File: src/rtl/lzm_pkg.sv
// lzm_pkg: shared constants, types and the reciprocal table of the local zoom magnifier
// no dependencies; imported by lzm_ctrl, lzm_datapath and local_zoom_magnifier
`timescale 1ns / 1ps
`default_nettype none

package lzm_pkg;

    // frame store geometry
    localparam int MAX_COLS    = 256;
    localparam int MAX_ROWS    = 256;
    localparam int CIDX_W      = $clog2(MAX_COLS);
    localparam int RIDX_W      = $clog2(MAX_ROWS);
    localparam int ADDR_W      = CIDX_W + RIDX_W;
    localparam int STORE_DEPTH = MAX_COLS * MAX_ROWS;

    // image size width: holds the largest size and the 9 bit register
    localparam int SZ_MAX      = (MAX_COLS > MAX_ROWS) ? MAX_COLS : MAX_ROWS;
    localparam int SZ_W0       = $clog2(SZ_MAX + 1);
    localparam int SZ_W        = (SZ_W0 > 9) ? SZ_W0 : 9;

    // field widths
    localparam int COORD_W     = 8;
    localparam int COLOR_W     = 8;
    localparam int PIX_W       = 3 * COLOR_W;
    localparam int FACT_W      = 4;
    localparam int CFG_DATA_W  = 9;
    localparam int CFG_IDX_W   = 3;

    // datapath widths: half size below 128, offsets below 2048
    localparam int D_W         = 7;
    localparam int FD_W        = 11;
    localparam int U_W         = 12;
    localparam int K_W         = 11;
    localparam int RECIP_SH    = 18;
    localparam int RECIP_W     = RECIP_SH + 1;
    localparam int PROD_W      = K_W + RECIP_W;

    localparam logic [FACT_W-1:0] FACT_MAX = 4'd10;

    // item kinds
    localparam logic KIND_WRITE = 1'b0;
    localparam logic KIND_READ  = 1'b1;

    // configuration register indexes
    localparam logic [CFG_IDX_W-1:0] REG_CENTER_COL   = 3'd0;
    localparam logic [CFG_IDX_W-1:0] REG_CENTER_ROW   = 3'd1;
    localparam logic [CFG_IDX_W-1:0] REG_WINDOW_WIDTH = 3'd2;
    localparam logic [CFG_IDX_W-1:0] REG_ZOOM_FACTOR  = 3'd3;
    localparam logic [CFG_IDX_W-1:0] REG_IMAGE_COLS   = 3'd4;
    localparam logic [CFG_IDX_W-1:0] REG_IMAGE_ROWS   = 3'd5;

    // controller states
    typedef enum logic [3:0] {
        ST_IDLE,
        ST_PARAM,
        ST_CENTER,
        ST_HALF,
        ST_SCALE,
        ST_OFFSET,
        ST_DIVIDE,
        ST_REMAIN,
        ST_MAP,
        ST_FETCH,
        ST_RESULT
    } lzm_state_t;

    // commands from controller to datapath
    typedef struct packed {
        logic take;
        logic store_wr;
        logic load_param;
        logic load_center;
        logic load_half;
        logic load_scale;
        logic load_offset;
        logic load_div;
        logic load_rem;
        logic load_map;
        logic fetch;
        logic load_out;
    } lzm_cmd_t;

    // status from datapath to controller
    typedef struct packed {
        logic out_full;
    } lzm_status_t;

    // ceil(2^18 / f); exact quotient for dividends below 2048
    function automatic logic [RECIP_W-1:0] recip(input logic [FACT_W-1:0] f);
        logic [RECIP_W-1:0] r;
        begin
            unique case (f)
                4'd1:    r = 19'd262144;
                4'd2:    r = 19'd131072;
                4'd3:    r = 19'd87382;
                4'd4:    r = 19'd65536;
                4'd5:    r = 19'd52429;
                4'd6:    r = 19'd43691;
                4'd7:    r = 19'd37450;
                4'd8:    r = 19'd32768;
                4'd9:    r = 19'd29128;
                4'd10:   r = 19'd26215;
                default: r = 19'd262144;
            endcase
            return r;
        end
    endfunction

endpackage

`default_nettype wire

File: src/rtl/lzm_ctrl.sv
// lzm_ctrl: state machine that sequences the zoom mapping of one read transfer
// depends on lzm_pkg
`timescale 1ns / 1ps
`default_nettype none

module lzm_ctrl (
    input  wire logic                clk,
    input  wire logic                rst_n,
    input  wire logic                in_valid,
    input  wire logic                in_kind,
    output logic                     in_ready,
    input  wire lzm_pkg::lzm_status_t status,
    output lzm_pkg::lzm_cmd_t        cmd
);

    import lzm_pkg::*;

    lzm_state_t state_reg;
    lzm_state_t state_next;

    // state register
    always_ff @(posedge clk or negedge rst_n)
    begin
        if (!rst_n)
        begin
            state_reg <= ST_IDLE;
        end
        else
        begin
            state_reg <= state_next;
        end
    end

    // next state and commands
    always_comb
    begin
        state_next = state_reg;
        cmd        = '0;
        in_ready   = 1'b0;
        unique case (state_reg)
            ST_IDLE:
            begin
                in_ready = 1'b1;
                if (in_valid)
                begin
                    if (in_kind == KIND_READ)
                    begin
                        cmd.take   = 1'b1;
                        state_next = ST_PARAM;
                    end
                    else
                    begin
                        cmd.store_wr = 1'b1;
                    end
                end
            end
            ST_PARAM:
            begin
                cmd.load_param = 1'b1;
                state_next     = ST_CENTER;
            end
            ST_CENTER:
            begin
                cmd.load_center = 1'b1;
                state_next      = ST_HALF;
            end
            ST_HALF:
            begin
                cmd.load_half = 1'b1;
                state_next    = ST_SCALE;
            end
            ST_SCALE:
            begin
                cmd.load_scale = 1'b1;
                state_next     = ST_OFFSET;
            end
            ST_OFFSET:
            begin
                cmd.load_offset = 1'b1;
                state_next      = ST_DIVIDE;
            end
            ST_DIVIDE:
            begin
                cmd.load_div = 1'b1;
                state_next   = ST_REMAIN;
            end
            ST_REMAIN:
            begin
                cmd.load_rem = 1'b1;
                state_next   = ST_MAP;
            end
            ST_MAP:
            begin
                cmd.load_map = 1'b1;
                state_next   = ST_FETCH;
            end
            ST_FETCH:
            begin
                cmd.fetch  = 1'b1;
                state_next = ST_RESULT;
            end
            ST_RESULT:
            begin
                // wait for the output register to drain
                if (!status.out_full)
                begin
                    cmd.load_out = 1'b1;
                    state_next   = ST_IDLE;
                end
            end
            default:
            begin
                state_next = ST_IDLE;
            end
        endcase
    end

endmodule

`default_nettype wire

File: config.mk
export PLATFORM = sky130hd
export DESIGN_NAME = lzm_ctrl
export DESIGN_NICKNAME = d
export VERILOG_FILES = /design/src/rtl/lzm_pkg.sv /design/src/rtl/lzm_ctrl.sv
export SDC_FILE = /design/constraint.sdc
export NUM_CORES = 1
export LEC_CHECK = 0
export ABC_AREA = 1
export ABC_CLOCK_PERIOD_IN_PS = 1500
export BUFFER_PORTS_ARGS = -buffer_cell sky130_fd_sc_hd__buf_4
export CORE_AREA = 5 5 42 44
export DETAILED_ROUTE_END_ITERATION = 7
export DIE_AREA = 0 0 47 49
export PLACE_DENSITY = 0.53
export SYNTH_ARGS = -nofsm -noshare
export SYNTH_HDL_FRONTEND = slang
export SYNTH_SLANG_ARGS = --single-unit
File: constraint.sdc
create_clock -name clk -period 1.5 [get_ports clk]
set_input_delay 0.3 -clock clk [delete_from_list [all_inputs] [get_ports clk]]
set_output_delay 0.3 -clock clk [all_outputs]
set_load 0.03 [all_outputs]
==> reports/qor.txt <==
DRT Wirelength: 838 um
fmax: 0.655 GHz
met1 usage: 0.107
Least-Margin Pin Slew: 0.229 ns
global route total overflow: 0
GRT met3 Usage: 0.0554
RD Place Congestion: 0.731
Synth Warn #: 0
fin area: 542 sq um
min cycle time layout: 1.53 ns
Hold Path Class: input pin to flop
Clock Path Buffers: 2
Critical-path top delay cell: dfrtp_2
RSZ-0062 raised after global routing: yes
Die Y: 49 um
area delta synth->final: 82.7%
total number of vias: 365
syn_nets: 52
final period utilization: 1.02
max-cap viol count: 0
arrival time of the worst setup path: 1.23 ns
clock-pin slew on the worst setup and hold paths: 0.04 ns
fin. max-slew vios: 0
final-report hold violation count: 0
DRT Pass-1 Iters: 2
largest net degree at the start of global routing: 7
crit-path max FO: 4
clock skew: 0.00282 ns
register area: 104 sq um
ant diodes: 0
initial antenna violation count: 0
Initial Util: 0.212
H-tree Lvls: 1
area of the multi-input gates: 198 sq um
Die Width: 47 um
Static Leak: 0.280 nW
worst setup margin: -0.0277 ns
max FFs per register: 4
vias in the first global route: 362
Die ar.: 2300 sq um
Peak VDD IR: 0.726 mV
number of vias per cell: 4.29
cell mode on critical path: nand2_2
Final Non-Filler Cells: 85
register area share after synthesis: 0.338
average size of a mapped cell: 6.31 sq um
DR WL/cell: 9.86 um
Cell variety after synth: 12
I/O Pins: 18
core area: 1400 sq um
post-DP HPWL: 659 um
setup_tns: -0.0392 ns
DRT iter0 DRCs: 1
Fin Hold WS: 0.345 ns
Placed Area: 444 sq um
Syn Inst Count: 47
endpoints failing setup: 2
CP Class: flop to output port
critical path endpoint category: output port
Layout Nets: 76
antenna-violating nets left: 0
fill count: 153
first-pass GRT wire length: 1.48 mm
CP Cell Sequence: nor2_4 > nand2_2 > inv_2 > nand2_2 > nor2_2 > buf_6
Root Buffer: clkbuf_4
dpl cells: 80
CTS tree: built
met2 global-route usage: 0.122
Port Buffers: 17
commonest non-fill, non-tap cell in the layout: buf_4
Rel. slew slack: 0.846
startpoint class of the critical path: flop
CTS sink cnt: 4
# rows: 14
fraction of layout cells with a size suffix above 1: 0.623
gr busiest metal: met2
Yosys reg bits: 4
WP data required: 1.20 ns
Worst path max stage delay: 0.44 ns
power per cell area: 2150 nW/um^2
CTS Buf Count: 3
Mapped Area: 297 sq um
failing checks: negative setup slack
worst skew pair latency: 0.25 ns
most frequent cells in the layout: 13 x buf_4, 7 x nand2_1, 7 x nor2_1
outcome: complete, but fails checks
GRT Total Usage: 0.0975
DRC Markers: 0
logic make-up (layout without fill, tap and decap cells):
kind of cell | after synthesis | in the layout | share of synthesized area
AND/OR/NAND/NOR | 32 | 32 | 0.515
buffers and inverters | 9 | 31 | 0.114
flip-flops | 4 | 4 | 0.338
AO/OA/AOI/OAI | 2 | 2 | 0.0337
critical path, delay by kind of cell (launching register included):
family	cells	cell delay, ns
flip-flops	1	0.44
buffers and inverters	2	0.20
AND/OR/NAND/NOR	4	0.33
final cells by class:
| type | count | area share |
|---|---|---|
| Multi-Input combinational cell | 34 | 0.365 |
| Timing Repair Buffer | 19 | 0.303 |
| Sequential cell | 4 | 0.192 |
| Inverter | 9 | 0.0624 |
| Clock buffer | 3 | 0.0416 |
| Tap cell | 16 | 0.0370 |
worst paths after layout:
path | from | endpoint | slack [ns] | cells past startpoint
setup / recovery | state_reg[1]$_DFFE_PN0P_ | cmd[10] | -0.03 | 6
hold reg to reg | state_reg[2]$_DFFE_PN0P_ | state_reg[1]$_DFFE_PN0P_ | 0.65 | 3
hold / removal | status | state_reg[1]$_DFFE_PN0P_ | 0.34 | 3
setup reg to reg | state_reg[2]$_DFFE_PN0P_ | state_reg[0]$_DFFE_PN0P_ | 0.51 | 5
max in group asynchronous | rst_n | state_reg[0]$_DFFE_PN0P_ | 1.00 | 2
min in group asynchronous | rst_n | state_reg[1]$_DFFE_PN0P_ | 0.39 | 2
per-layer routing:
metal | wire, um | share of wire
met4 | 46 | 0.055
met5 | 0 | 0
met1 | 307 | 0.37
met2 | 427 | 0.51
met3 | 56 | 0.067
cells in the mapped netlist, drive strengths merged:
| cell | number | share of area |
|---|---|---|
| dfrtp | 4 | 0.34 |
| nand3 | 3 | 0.068 |
| inv | 9 | 0.11 |
| nand3b | 1 | 0.025 |
| nor2 | 16 | 0.25 |
| nand2 | 12 | 0.17 |
| o21ai | 2 | 0.034 |
per-stage QoR:
stage                      util  power, mW  setup WS [ns]
after floorplan               -      0.682         0.0599
after global placement    0.317      0.898          0.150
after detailed placement  0.317      0.898          0.149
after CTS                 0.374       1.14        -0.0247
after global routing      0.387       1.27         -0.114
final                     0.387       1.16        -0.0277
timing repair:
action	CTS	global route
setup buffers	1	0
gates resized for setup	13	6
endpoints found under the setup margin	7	12
endpoints found under the hold margin	4	0
pin swaps	5	1
hold buffers	1	0
where the power goes:
group	switching (mW)	leakage, nW	internal, mW
sequential	0.0962	0.0462	0.165
clock	0.0519	0.0138	0.0900
combinational	0.477	0.220	0.284
total	0.625	0.280	0.540
Note: power is estimated with default switching activity, not from simulation.
